<file path="src/rtl/rad_pkg.sv">
package rad_pkg;

    // Line store depth: dst_cols above this is clamped to it, so output columns beyond it are not produced.
    localparam int MAX_DST_COLS = 1024;
    localparam int ADDR_W       = $clog2(MAX_DST_COLS);
    localparam int FILL_W       = ADDR_W + 1;

    localparam int NUM_CH     = 4;
    localparam int CH_W       = 8;
    localparam int DIM_W      = 13;
    localparam int DCOL_W     = 11;
    localparam int STEP_W     = 15;
    localparam int RECIP_W    = 9;
    localparam int LEFT_W     = 9;
    localparam int FRAC_W     = 8;
    localparam int SUM_W      = 32;
    localparam int WGT_W      = STEP_W;
    localparam int TOTAL_W    = DCOL_W + DIM_W;
    localparam int CFG_IDX_W  = 3;
    localparam int CFG_DATA_W = 15;

    // Weight of one whole source pixel in 7.8 fixed point.
    localparam logic [WGT_W-1:0] UNIT_WEIGHT = WGT_W'(256);
    localparam logic [CH_W-1:0]  CH_MAX      = 8'hFF;

    typedef enum logic [CFG_IDX_W-1:0] {
        CFG_SRC_COLS       = 3'd0,
        CFG_SRC_ROWS       = 3'd1,
        CFG_DST_COLS       = 3'd2,
        CFG_DST_ROWS       = 3'd3,
        CFG_COL_STEP       = 3'd4,
        CFG_COL_STEP_RECIP = 3'd5,
        CFG_ROW_STEP       = 3'd6,
        CFG_ROW_STEP_RECIP = 3'd7
    } t_cfg_idx;

    typedef struct packed {
        logic [DIM_W-1:0]   src_cols;
        logic [DIM_W-1:0]   src_rows;
        logic [DCOL_W-1:0]  dst_cols;
        logic [DIM_W-1:0]   dst_rows;
        logic [STEP_W-1:0]  col_step;
        logic [RECIP_W-1:0] col_step_recip;
        logic [STEP_W-1:0]  row_step;
        logic [RECIP_W-1:0] row_step_recip;
    } t_cfg;

    typedef enum logic [2:0] {
        ST_IDLE,
        ST_INIT,
        ST_COL,
        ST_AVG,
        ST_FOLD,
        ST_SCALE
    } t_state;

    typedef struct packed {
        logic accept;
        logic init;
        logic col;
        logic avg;
        logic fold;
        logic scale;
    } t_cmd;

    typedef struct packed {
        logic active;
        logic col_split;
        logic row_split;
        logic out_free;
    } t_sts;

    typedef logic [SUM_W-1:0] t_sum;

    typedef struct packed {
        logic [WGT_W-1:0]        weight;
        t_sum [NUM_CH-1:0]       sums;
    } t_entry;

    // Weight left for the next output after the boundary pixel gave away its share.
    function automatic logic [WGT_W-1:0] carry_weight(input logic [STEP_W-1:0] step,
                                                      input logic [LEFT_W-1:0] left);
        logic [STEP_W-1:0] left_ext;
        left_ext = STEP_W'(left);
        if (step >= left_ext) begin
            return step - left_ext;
        end
        return '0;
    endfunction

endpackage

</file>
<file path="src/rtl/rad_cfg_regs.sv">
module rad_cfg_regs (
    input  logic                            i_clk,
    input  logic                            i_rst_n,
    input  logic                            i_cfg_we,
    input  logic [rad_pkg::CFG_IDX_W-1:0]   i_cfg_idx,
    input  logic [rad_pkg::CFG_DATA_W-1:0]  i_cfg_data,
    output rad_pkg::t_cfg                   o_cfg
);

    rad_pkg::t_cfg r_cfg;

    always_ff @(posedge i_clk) begin
        if (!i_rst_n) begin
            r_cfg.src_cols       <= rad_pkg::DIM_W'(1280);
            r_cfg.src_rows       <= rad_pkg::DIM_W'(720);
            r_cfg.dst_cols       <= rad_pkg::DCOL_W'(640);
            r_cfg.dst_rows       <= rad_pkg::DIM_W'(360);
            r_cfg.col_step       <= rad_pkg::STEP_W'(512);
            r_cfg.col_step_recip <= rad_pkg::RECIP_W'(128);
            r_cfg.row_step       <= rad_pkg::STEP_W'(512);
            r_cfg.row_step_recip <= rad_pkg::RECIP_W'(128);
        end else if (i_cfg_we) begin
            case (rad_pkg::t_cfg_idx'(i_cfg_idx))
                rad_pkg::CFG_SRC_COLS: begin
                    r_cfg.src_cols <= i_cfg_data[rad_pkg::DIM_W-1:0];
                end
                rad_pkg::CFG_SRC_ROWS: begin
                    r_cfg.src_rows <= i_cfg_data[rad_pkg::DIM_W-1:0];
                end
                rad_pkg::CFG_DST_COLS: begin
                    r_cfg.dst_cols <= i_cfg_data[rad_pkg::DCOL_W-1:0];
                end
                rad_pkg::CFG_DST_ROWS: begin
                    r_cfg.dst_rows <= i_cfg_data[rad_pkg::DIM_W-1:0];
                end
                rad_pkg::CFG_COL_STEP: begin
                    r_cfg.col_step <= i_cfg_data[rad_pkg::STEP_W-1:0];
                end
                rad_pkg::CFG_COL_STEP_RECIP: begin
                    r_cfg.col_step_recip <= i_cfg_data[rad_pkg::RECIP_W-1:0];
                end
                rad_pkg::CFG_ROW_STEP: begin
                    r_cfg.row_step <= i_cfg_data[rad_pkg::STEP_W-1:0];
                end
                rad_pkg::CFG_ROW_STEP_RECIP: begin
                    r_cfg.row_step_recip <= i_cfg_data[rad_pkg::RECIP_W-1:0];
                end
                default: begin
                    r_cfg <= r_cfg;
                end
            endcase
        end
    end

    assign o_cfg = r_cfg;

endmodule

</file>
<file path="config.mk">
export PLATFORM = sky130hd
export DESIGN_NAME = rad_cfg_regs
export DESIGN_NICKNAME = d
export VERILOG_FILES = /design/src/rtl/rad_pkg.sv /design/src/rtl/rad_cfg_regs.sv
export SDC_FILE = /design/constraint.sdc
export NUM_CORES = 1
export LEC_CHECK = 0
export ABC_CLOCK_PERIOD_IN_PS = 1910
export CORE_MARGIN = 10
export CORE_UTILIZATION = 55
export DETAILED_ROUTE_END_ITERATION = 12
export DONT_BUFFER_PORTS = 1
export PLACE_DENSITY_LB_ADDON = 0.1
export SLEW_MARGIN = 5
export SYNTH_ARGS = -nofsm -noshare
export SYNTH_HDL_FRONTEND = slang
export SYNTH_SLANG_ARGS = --single-unit
export TNS_END_PERCENT = 5
</file>
<file path="constraint.sdc">
create_clock -name i_clk -period 1.91 [get_ports i_clk]
set_clock_uncertainty 0.15 [all_clocks]
set_input_delay 0.382 -clock i_clk [delete_from_list [all_inputs] [get_ports i_clk]]
set_output_delay 0.382 -clock i_clk [all_outputs]
set_load 0.02 [all_outputs]
</file>
==> metrics.cfg <==
[setup_path]
path_class=flop to output pin
cp.arrival_ns=0.85
worstSetupEndpointType=output pin
r2r_end=o_cfg[91]
crit_path_end=o_cfg[7]
path_depth=0
required_ns=1.38
reg2reg_from=o_cfg[91]
startpoint=o_cfg[7]
cp-start-kind=flop
r2r_slack_ns=0.97
rr_worst_depth=2
critPathMaxFanout=2

[pwr]
p_leak_nw=1.84
p_per_area_nw_per_um2=955
vdd.ir_drop.worst_mv=0.620

[sta]
max_slew_margin=0.675
min_period_ns=1.38
max_freq_ghz=0.723
finalHoldViolCount=0
finalSetupTns_ns=0
tightest_slew_ns=0.488
rsz0062_at_grt=no
setup_viol=0
finalCritPeriodShare=0.724
drv_slew=0

[cts]
post_cts_buffers=0
cts.htree.levels=3
cts-root-buf=clkbuf_8
cts_sinks=98
path_clk_slew_ns=0.09
cts_hold_buffers=0
clk_latency_ns=0.34
clock_path_buffers=2
cts_buffers=9
post_cts_resized=0
cts_tree=yes

[grt]
grt_pass1_wl_mm=13.4
grt_pass1_vias=2362
grtUsageTotal=0.168
grt_max_degree=122
overflow=0
antenna_found_initial=0

[placement]
postPlaceCellArea_um2=3730
numPortBuffers=0
dpl.hpwl_mm=6.29
gp_congestion=0.726

[drt]
detail_route.first_pass.iterations=5
initialDrtViolationCount=55
wirelength_mm=8.82
avgRoutedWirePerCell_um=20.6
drc_errors=0
vias=2343
antenna_left=0
via_per_inst=5.46

[run_status]
status=finished clean

[yosys]
ys_seq_area_frac=0.530
ys_warn_count=0
synthesis.area_um2=3700
synth_fp_nets=376
ys_types=15
synthCells=355
ys_seq_elements=98
avgSynthCellArea_um2=10.4

[floorplanning]
ioPinCount=119
rows=29
floorplan.initialDensity=0.573
die_y_um=102
core_area_um2=6460
chipWidth_um=102
dieArea_um2=10400

[cells_and_area]
largest_reg_flops=98
n_antenna_cell=0
fin_util=0.612
final_area_um2=3950
nets=369
area_delta_synth_final_pct=6.69
most-common-layout-cells=mux2i_1 (98), dfxtp_1 (98), nand2_1 (97)
drive_above_1_share=0.0710
n_fill_cell=575

[job]
maxCapViolCount=0

[worst_hold_path]
min-delay-start=i_rst_n
hold_class=input port to flop

[logic make-up after synthesis]
group | after synthesis | share of synthesized area
buffers and inverters | 28 | 0.0402
AND/OR/NAND/NOR | 131 | 0.165
multiplexers | 98 | 0.265
flip-flops | 98 | 0.530
[layout make-up]
| class | count | area [µm²] | area share |
|---|---|---|---|
| tap | 77 | 96.3 | 0.0244 |
| clock inverter | 2 | 60.1 | 0.0152 |
| clock buffer | 13 | 159 | 0.0402 |
| sequential | 98 | 1960 | 0.497 |
| timing repair buffer | 10 | 75.1 | 0.0190 |
| multi-input combinational | 229 | 1600 | 0.405 |
[report_power, final]
| part | internal [mW] | total (mW) | switching [mW] |
|---|---|---|---|
| combinational | 0.0685 | 0.150 | 0.0816 |
| sequential | 2.09 | 2.18 | 0.0898 |
| clock | 0.805 | 1.45 | 0.644 |
| total | 2.96 | 3.78 | 0.815 |
[Yosys cell counts]
cell	n	share of area
nand4b_1	3	0.0071
or4b_1	1	0.0027
nand4_1	1	0.0017
buf_12	1	0.0054
nand4bb_1	2	0.0061
nor2b_1	24	0.041
nor4bb_1	1	0.0027
buf_2	10	0.014
dfxtp_1	98	0.53
nand2_1	97	0.098
buf_6	2	0.0061
clkbuf_1	15	0.015
mux2i_1	98	0.26
and4b_1	1	0.0027
and4bb_2	1	0.0034
[how the worst min path moves through the flow]
stage / depth (start not counted) / endpoint
finish: 2 / o_cfg[69]
global route: 2 / o_cfg[90]
CTS: 2 / o_cfg[75]
detailed placement: 2 / o_cfg[75]
global placement: 2 / o_cfg[64]
floorplan: 2 / o_cfg[55]
[metrics by stage]
| step | hold WS [ns] | power [mW] | std cells | worst slack, ns |
|---|---|---|---|---|
| floorplan | 0.383 | 2.37 | 355 | 0.219 |
| CTS | 0.0148 | 3.82 | 429 | 0.518 |
| global placement | 0.393 | 2.37 | 414 | 0.375 |
| finish | 0.0368 | 3.78 | 429 | 0.528 |
| global route | 0.0174 | 3.91 | 429 | 0.493 |
| detailed placement | 0.398 | 2.38 | 414 | 0.346 |
[routing by layer]
layer  global-route usage  up-vias  wire, µm
li1                     -     1157         -
met1                0.190     1101      3540
met2                0.261       78      4040
met3               0.0999        7      1160
met4               0.0521        0        81
met5                    0        -         0
(Power assumes the default switching activity.)
