`src/rtl/rad_pkg.sv`:
```
package rad_pkg;

    // Line store depth: dst_cols above this is clamped to it, so output columns beyond it are not produced.
    localparam int MAX_DST_COLS = 1024;
    localparam int ADDR_W       = $clog2(MAX_DST_COLS);
    localparam int FILL_W       = ADDR_W + 1;

    localparam int NUM_CH     = 4;
    localparam int CH_W       = 8;
    localparam int DIM_W      = 13;
    localparam int DCOL_W     = 11;
    localparam int STEP_W     = 15;
    localparam int RECIP_W    = 9;
    localparam int LEFT_W     = 9;
    localparam int FRAC_W     = 8;
    localparam int SUM_W      = 32;
    localparam int WGT_W      = STEP_W;
    localparam int TOTAL_W    = DCOL_W + DIM_W;
    localparam int CFG_IDX_W  = 3;
    localparam int CFG_DATA_W = 15;

    // Weight of one whole source pixel in 7.8 fixed point.
    localparam logic [WGT_W-1:0] UNIT_WEIGHT = WGT_W'(256);
    localparam logic [CH_W-1:0]  CH_MAX      = 8'hFF;

    typedef enum logic [CFG_IDX_W-1:0] {
        CFG_SRC_COLS       = 3'd0,
        CFG_SRC_ROWS       = 3'd1,
        CFG_DST_COLS       = 3'd2,
        CFG_DST_ROWS       = 3'd3,
        CFG_COL_STEP       = 3'd4,
        CFG_COL_STEP_RECIP = 3'd5,
        CFG_ROW_STEP       = 3'd6,
        CFG_ROW_STEP_RECIP = 3'd7
    } t_cfg_idx;

    typedef struct packed {
        logic [DIM_W-1:0]   src_cols;
        logic [DIM_W-1:0]   src_rows;
        logic [DCOL_W-1:0]  dst_cols;
        logic [DIM_W-1:0]   dst_rows;
        logic [STEP_W-1:0]  col_step;
        logic [RECIP_W-1:0] col_step_recip;
        logic [STEP_W-1:0]  row_step;
        logic [RECIP_W-1:0] row_step_recip;
    } t_cfg;

    typedef enum logic [2:0] {
        ST_IDLE,
        ST_INIT,
        ST_COL,
        ST_AVG,
        ST_FOLD,
        ST_SCALE
    } t_state;

    typedef struct packed {
        logic accept;
        logic init;
        logic col;
        logic avg;
        logic fold;
        logic scale;
    } t_cmd;

    typedef struct packed {
        logic active;
        logic col_split;
        logic row_split;
        logic out_free;
    } t_sts;

    typedef logic [SUM_W-1:0] t_sum;

    typedef struct packed {
        logic [WGT_W-1:0]        weight;
        t_sum [NUM_CH-1:0]       sums;
    } t_entry;

    // Weight left for the next output after the boundary pixel gave away its share.
    function automatic logic [WGT_W-1:0] carry_weight(input logic [STEP_W-1:0] step,
                                                      input logic [LEFT_W-1:0] left);
        logic [STEP_W-1:0] left_ext;
        left_ext = STEP_W'(left);
        if (step >= left_ext) begin
            return step - left_ext;
        end
        return '0;
    endfunction

endpackage

```
`src/rtl/rad_ctrl.sv`:
```
module rad_ctrl (
    input  logic           i_clk,
    input  logic           i_rst_n,
    input  logic           i_in_valid,
    input  rad_pkg::t_sts  i_sts,
    output logic           o_in_ready,
    output rad_pkg::t_cmd  o_cmd
);

    rad_pkg::t_state r_state;
    rad_pkg::t_state n_state;

    always_ff @(posedge i_clk) begin
        if (!i_rst_n) begin
            r_state <= rad_pkg::ST_IDLE;
        end else begin
            r_state <= n_state;
        end
    end

    always_comb begin
        n_state    = r_state;
        o_cmd      = '0;
        o_in_ready = 1'b0;
        case (r_state)
            rad_pkg::ST_IDLE: begin
                o_in_ready = 1'b1;
                if (i_in_valid) begin
                    o_cmd.accept = 1'b1;
                    n_state      = rad_pkg::ST_INIT;
                end
            end
            rad_pkg::ST_INIT: begin
                o_cmd.init = 1'b1;
                n_state    = rad_pkg::ST_COL;
            end
            rad_pkg::ST_COL: begin
                o_cmd.col = 1'b1;
                // Only a pixel that closes an output column goes on to the line store.
                if (i_sts.active && i_sts.col_split) begin
                    n_state = rad_pkg::ST_AVG;
                end else begin
                    n_state = rad_pkg::ST_IDLE;
                end
            end
            rad_pkg::ST_AVG: begin
                o_cmd.avg = 1'b1;
                n_state   = rad_pkg::ST_FOLD;
            end
            rad_pkg::ST_FOLD: begin
                o_cmd.fold = 1'b1;
                if (i_sts.row_split) begin
                    n_state = rad_pkg::ST_SCALE;
                end else begin
                    n_state = rad_pkg::ST_IDLE;
                end
            end
            rad_pkg::ST_SCALE: begin
                if (i_sts.out_free) begin
                    o_cmd.scale = 1'b1;
                    n_state     = rad_pkg::ST_IDLE;
                end
            end
            default: begin
                n_state = rad_pkg::ST_IDLE;
            end
        endcase
    end

endmodule

```
`config.mk`:
```
export PLATFORM = sky130hd
export DESIGN_NAME = rad_ctrl
export DESIGN_NICKNAME = d
export VERILOG_FILES = /design/src/rtl/rad_pkg.sv /design/src/rtl/rad_ctrl.sv
export SDC_FILE = /design/constraint.sdc
export NUM_CORES = 1
export LEC_CHECK = 0
export BUFFER_PORTS_ARGS = -buffer_cell sky130_fd_sc_hd__buf_2
export CAP_MARGIN = 0
export CORE_AREA = 5 5 42 44
export DETAILED_ROUTE_END_ITERATION = 12
export DIE_AREA = 0 0 47 49
export GPL_ROUTABILITY_DRIVEN = 0
export PLACE_DENSITY = 0.39
export SLEW_MARGIN = 15
export SYNTH_ARGS = -nofsm -noshare
export SYNTH_HDL_FRONTEND = slang
export SYNTH_SLANG_ARGS = --single-unit
```
`constraint.sdc`:
```
create_clock -name i_clk -period 1.07 [get_ports i_clk]
set_input_delay 0.214 -clock i_clk [delete_from_list [all_inputs] [get_ports i_clk]]
set_output_delay 0.214 -clock i_clk [all_outputs]
set_load 0.01 [all_outputs]
```
==> results_dict.tcl, run 1 <==
set metrics [dict create \
    critPathArrivalTime_ns 1.05 \
    layout.core_utilization_pct 24.8 \
    worstSetupEndpointType "output pin" \
    yosys_warnings 0 \
    worst_path_max_delay_cell "dfxtp_4" \
    synthesis.instances 18 \
    start_util_pct 11.5 \
    failed_checks "setup timing" \
    synth.yosys.seq_area_share_pct 37.2 \
    fin_crit_ns 1.26 \
    finalHoldViolations 0 \
    htree_levels 1 \
    r2r.worst_path.cells 3 \
    largest_register_ffs 3 \
    timing.rr.end "r_state[0]$_SDFFE_PN0P_" \
    number_of_nets_in_the_layout 44 \
    largest_register "r_state" \
    largest_registers "r_state (3)" \
    antenna_found_initial 0 \
    detail-route-antenna-nets 0 \
    synth_top_area_cell "dfxtp_1" \
    core-area_um2 1400 \
    total_power_consumption_of_the_routed_design_mw 0.411 \
    clk_path_buf_depth 2 \
    r2r_startpoint "r_state[1]$_SDFFE_PN0P_" \
    synth-async-reset-ratio_pct 0 \
    crit_path_max_fanout 5 \
    worstPathCellList "nor3_4 -> and2_4 -> buf_6" \
    vias 196 \
    grt_pass1_wl_um 959 \
    synthesis.area_um2 161 \
    place.detailed.instances 47 \
    synth_top_flop_cell "dfxtp_1" \
    crit_path_start_kind "register" \
    tightestPinTransition_ns 0.198 \
    run_status "finished with violations" \
    critical_path_required_ns 0.86 \
    synth_top_area_share_pct 37.2 \
    synth_seq_cells 3 \
    cp_num_cells 3 \
    cts_tree "yes" \
    criticalPathCategory "register to output pin" \
    worst_hold_startpoint "i_rst_n" \
    clock_tree.root_cell "clkbuf_4" \
    wirelength_um 537 \
    worstSkewPairLatency_ns 0.23 \
    post_synth_edffs 0 \
    clock_sink_total 3 \
    synth_common_cells "3 x dfxtp_1, 3 x nor2_1, 2 x nor3b_1, 2 x o21a_1" \
    area_growth_syn_to_layout_pct 116 \
    drc_viols 0 \
    dieWidth_um 47 \
    largest_net_degree_at_the_start_of_global_routing 6 \
    tritoncts.num_buffers 3 \
    power-per-cell-area_nw_per_um2 1180 \
    all_layer_gr_usage_pct 6.06 \
    timing.final.ws_setup_ns -0.189 \
    drive_above_1_share_pct 83.3 \
    min_period_over_period_pct 118 \
    worst-r2r-setup-slack_ns 0 \
    die_area_um2 2300 \
    ys_top_cells_by_area "dfxtp_1 37%, nor3b_1 9.3%, o21a_1 9.3%" \
    std_cell_rows 14 \
    slew_headroom_pct 86.7 \
    global_route.overflow_total 0 \
    clock-skew-final_ns 0.00474 \
    final_cell_count_no_fill 52 \
    hold_path.class "primary input to register" \
    timing.fmax_mhz 794 \
    detailedRoute.firstIterationViolations 2 \
    yosysUniqueCellTypes 12 \
    max_cap_viols 0 \
    firstDrtPassIters 2 \
    final-max-slew-violation-count 0 \
    clkTransAtPathRegs_ns 0.04 \
    worst_hold_path_stage_count 2 \
    syn-num-nets 25 \
    avgRoutedWirePerCell_um 10.3 \
    die_h_um 49 \
    finalSetupViolations 8 \
    power.leakage_nw 0.168 \
    port_buffers 13 \
    antennaDiodeCount 0 \
    synthesis.area_per_instance_um2 8.97 \
    avgViaCountPerCell 3.77 \
    via_count_of_the_first_global_routing_pass 235 \
    critical_path_buf_inv_count 1 \
    vdd_ir_drop_max_v 0.000374 \
    io_pins 14 \
    hold-path-endpoint "r_state[1]$_SDFFE_PN0P_" \
    category_of_cells_accounting_for_the_largest_share_of_critical_path_delay "simple AND/OR/NAND/NOR gates" \
    critical_path.max_stage_delay_ns 0.35 \
    grt_setup_unrepaired "true" \
]
-- layout make-up --
class	count	area, um^2
Multi-Input combinational cell	15	148
Fill cell	154	1050
Tap cell	16	20.0
Timing Repair Buffer	14	82.6
Clock buffer	4	26.3
Sequential cell	3	71.3
-- timing repair --
item / 4_1_cts / 5_1_grt
hold buffers: 0 / 0
buffers inserted: 1 / 0
resized for setup: 10 / 7
pin swaps: 4 / 2
setup endpoints to repair: 8 / 8
-- kinds of logic after synthesis --
family	Yosys count	share of synthesized area (%)
AO/OA/AOI/OAI	3	14.7
flip-flops	3	37.2
AND/OR/NAND/NOR	12	48.1
-- layer usage --
layer,part of all wire (%),up-vias,track usage [%]
li1,-,101,-
met1,47,81,7.69
met2,39,14,7.47
met3,14,0,3.32
met4,0,0,4.15
met5,0,-,0
-- layout by cell type, fill, tap and decap left out, types with 2 or more instances in the layout --
cell type,netlist,final
buf_2,0,12
nor3b_2,1,3
clkbuf_4,0,3
dfxtp_4,0,3
nor2_2,0,2
o21a_1,2,2
buf_6,0,2
-- where the power goes --
| group | internal (mW) | switching [mW] |
|---|---|---|
| Clock | 0.140 | 0.0589 |
| Sequential | 0.115 | 0.0107 |
| Combinational | 0.0512 | 0.0353 |
| Total | 0.306 | 0.105 |
-- worst max-delay path by stage --
stage                                  from  slack [ns]                 endpoint
detailed placement  r_state[0]$_SDFFE_PN0P_       -0.06                 o_cmd[4]
CTS                 r_state[1]$_SDFFE_PN0P_       -0.20                 o_cmd[5]
finish              r_state[1]$_SDFFE_PN0P_       -0.19                 o_cmd[5]
global route        r_state[1]$_SDFFE_PN0P_       -0.24                 o_cmd[5]
floorplan           r_state[0]$_SDFFE_PN0P_       0.008  r_state[0]$_SDFFE_PN0P_
global placement    r_state[0]$_SDFFE_PN0P_       -0.04                 o_cmd[4]
-- per-stage QoR --
stage                     setup TNS (ns)  worst slack, ns  hold WS, ns  cell area (um^2)
after CTS                         -0.974           -0.202        0.211               319
after floorplan                        0          0.00848        0.331               166
after global routing               -1.29           -0.237        0.234               348
final                             -0.830           -0.189        0.224               348
after global placement           -0.0897          -0.0423        0.469               251
after detailed placement          -0.111          -0.0649        0.458               251
No activity file was read; power rests on OpenSTA's default activity.
==> run 2, diff against run 1 <==
--- a/config.mk
+++ b/config.mk
@@ -12,7 +12,7 @@
 export DIE_AREA = 0 0 47 49
 export GPL_ROUTABILITY_DRIVEN = 0
 export PLACE_DENSITY = 0.39
-export SLEW_MARGIN = 15
+export REMOVE_ABC_BUFFERS = 1
 export SYNTH_ARGS = -nofsm -noshare
 export SYNTH_HDL_FRONTEND = slang
 export SYNTH_SLANG_ARGS = --single-unit
==> run 2 against run 1 <==
  * The run still ends with setup timing left
  * Clock skew shrank 0.0044 ns
  * First-iteration DRC count is the same
  * Combinational power shrank 3.6%
  * Via count grew 4.6%
  * Die area is the same
  * Non-clock buffer count grew 1
==> results_dict.tcl, run 2 (same netlist as run 1, synthesis figures left out) <==
set metrics [dict create \
    grt_setup_unrepaired "true" \
    dpl_cell_area_um2 254 \
    avgViaCountPerCell 3.87 \
    detail-route-antenna-nets 0 \
    die_area_um2 2300 \
    totalNegativeSetupSlack_ns -0.882 \
    worst-r2r-setup-slack_ns 0.01 \
    max_cap_viols 0 \
    post-route-cell-area_um2 335 \
    preCtsSetupSlack_ns -0.0559 \
    clkTransAtPathRegs_ns 0.04 \
    vdd_ir_drop_max_v 0.000501 \
    cell_internal_pwr_mw 0.306 \
    start_util_pct 11.5 \
    finalSetupViolations 7 \
    core-area_um2 1400 \
    worstSetupEndpointType "output pin" \
    dieWidth_um 47 \
    comb_power_share_pct 20.6 \
    largest_register "r_state" \
    crit_path_max_fanout 5 \
    criticalPathCategory "register to output pin" \
    largest_register_ffs 3 \
    wirelength_um 524 \
    timing.final.ws_setup_ns -0.187 \
    power.switching_mw 0.0993 \
    clk_path_buf_depth 2 \
    via_count_of_the_first_global_routing_pass 236 \
    antenna_found_initial 0 \
    die_h_um 49 \
    port_buffers 13 \
    detailedRoute.firstIterationViolations 2 \
    clock_tree.root_cell "clkbuf_4" \
    power_switching_share_pct 24.5 \
    std_cell_rows 14 \
    hold_path.class "primary input to register" \
    failed_checks "setup timing" \
    layout_commonest_cell "buf_2" \
    seq_power_share_pct 30.9 \
    layout.cells.most_common_list "12 x buf_2, 3 x nor2_1, 3 x nor3b_2, 3 x clkbuf_4, 3 x dfxtp_4" \
    drc_viols 0 \
    tightestPinTransition_ns 0.194 \
    firstDrtPassIters 2 \
    grt_pass1_wl_um 952 \
    power.clock.fraction_pct 48.5 \
    all_layer_gr_usage_pct 5.99 \
    tritoncts.num_buffers 3 \
    final-max-slew-violation-count 0 \
    htree_levels 1 \
    global_route.overflow_total 0 \
    finalHoldViolations 0 \
    largest_net_degree_at_the_start_of_global_routing 6 \
    vias 205 \
    antennaDiodeCount 0 \
    min_period_over_period_pct 117 \
    cts-hold-fix-buffers 0 \
    clock-skew-final_ns 0.000308 \
    crit_path_start_kind "register" \
    clock_sink_total 3 \
    worstSkewPairLatency_ns 0.23 \
    area_growth_syn_to_layout_pct 108 \
    place_hpwl_um 378 \
    total_power_consumption_of_the_routed_design_mw 0.406 \
    power-per-cell-area_nw_per_um2 1210 \
    layout.core_utilization_pct 23.9 \
    slew_headroom_pct 87.0 \
    cts_tree "yes" \
    power.leakage_nw 0.164 \
    io_pins 14 \
    avgRoutedWirePerCell_um 9.89 \
    timing.fmax_mhz 796 \
    largest_registers "r_state (3)" \
    fin_crit_ns 1.26 \
    run_status "finished with violations" \
    critical_path_required_ns 0.86 \
    number_of_nets_in_the_layout 45 \
    drive_above_1_share_pct 73.0 \
    critPathArrivalTime_ns 1.04 \
]
## run 2: cell types whose count changed in the layout (fill, tap and decap cells not counted)
cell,change
nor2_2,-2
buf_4,+1
nand2b_1,+1
nand2b_4,-1
nand2_4,-1
nand2_1,+1
nor2_1,+2
## run 2: worst paths after layout
path                                         startpoint                       to  cells after the start
worst max-delay path            r_state[1]$_SDFFE_PN0P_                 o_cmd[5]                      3
worst min register to register  r_state[1]$_SDFFE_PN0P_  r_state[2]$_SDFFE_PN0P_                      2
worst max register to register  r_state[1]$_SDFFE_PN0P_  r_state[0]$_SDFFE_PN0P_                      3
worst min-delay path                            i_rst_n  r_state[1]$_SDFFE_PN0P_                      2
## run 2: final cells by class
class	instances	area [um^2]
clock buffers	4	26.3
fillers	171	1070
well taps	16	20.0
repair buffers	15	90.1
flip-flops and latches	3	71.3
multi-input cells	15	128
## run 2: power groups by stage
| stage | Sequential (mW) | Combinational (mW) | Clock (mW) |
|---|---|---|---|
| floorplan | 0.126 | 0.0327 | 0 |
| global placement | 0.128 | 0.0648 | 0 |
| detailed placement | 0.128 | 0.0638 | 0 |
| CTS | 0.124 | 0.0813 | 0.208 |
| global route | 0.127 | 0.0933 | 0.216 |
| finish | 0.125 | 0.0834 | 0.197 |
## run 2: timing repair
item,4_1_cts,5_1_grt
setup buffers,1,0
cloned,0,0
resized for setup,11,2
setup endpoints to repair,8,8
pin swaps,4,1
## run 2: per-stage QoR
step                std cells  hold WS [ns]
floorplan                  18         0.331
global placement           48         0.466
detailed placement         48         0.460
CTS                        53         0.215
global route               53         0.230
finish                     53         0.223
## run 2: routing by layer
| layer | vias to the layer above | wire length [um] | GRT usage [%] |
|---|---|---|---|
| met5 | - | 0 | 0 |
| met4 | 0 | 0 | 5.53 |
| met3 | 0 | 62 | 3.32 |
| met2 | 13 | 223 | 7.01 |
| met1 | 90 | 238 | 7.25 |
| li1 | 102 | - | - |
## run 2: worst max-delay path, cell delays in order, from the launching register on
cell,delay [ns]
dfxtp_4,0.35
nor3_4,0.19
and2_4,0.17
buf_6,0.09
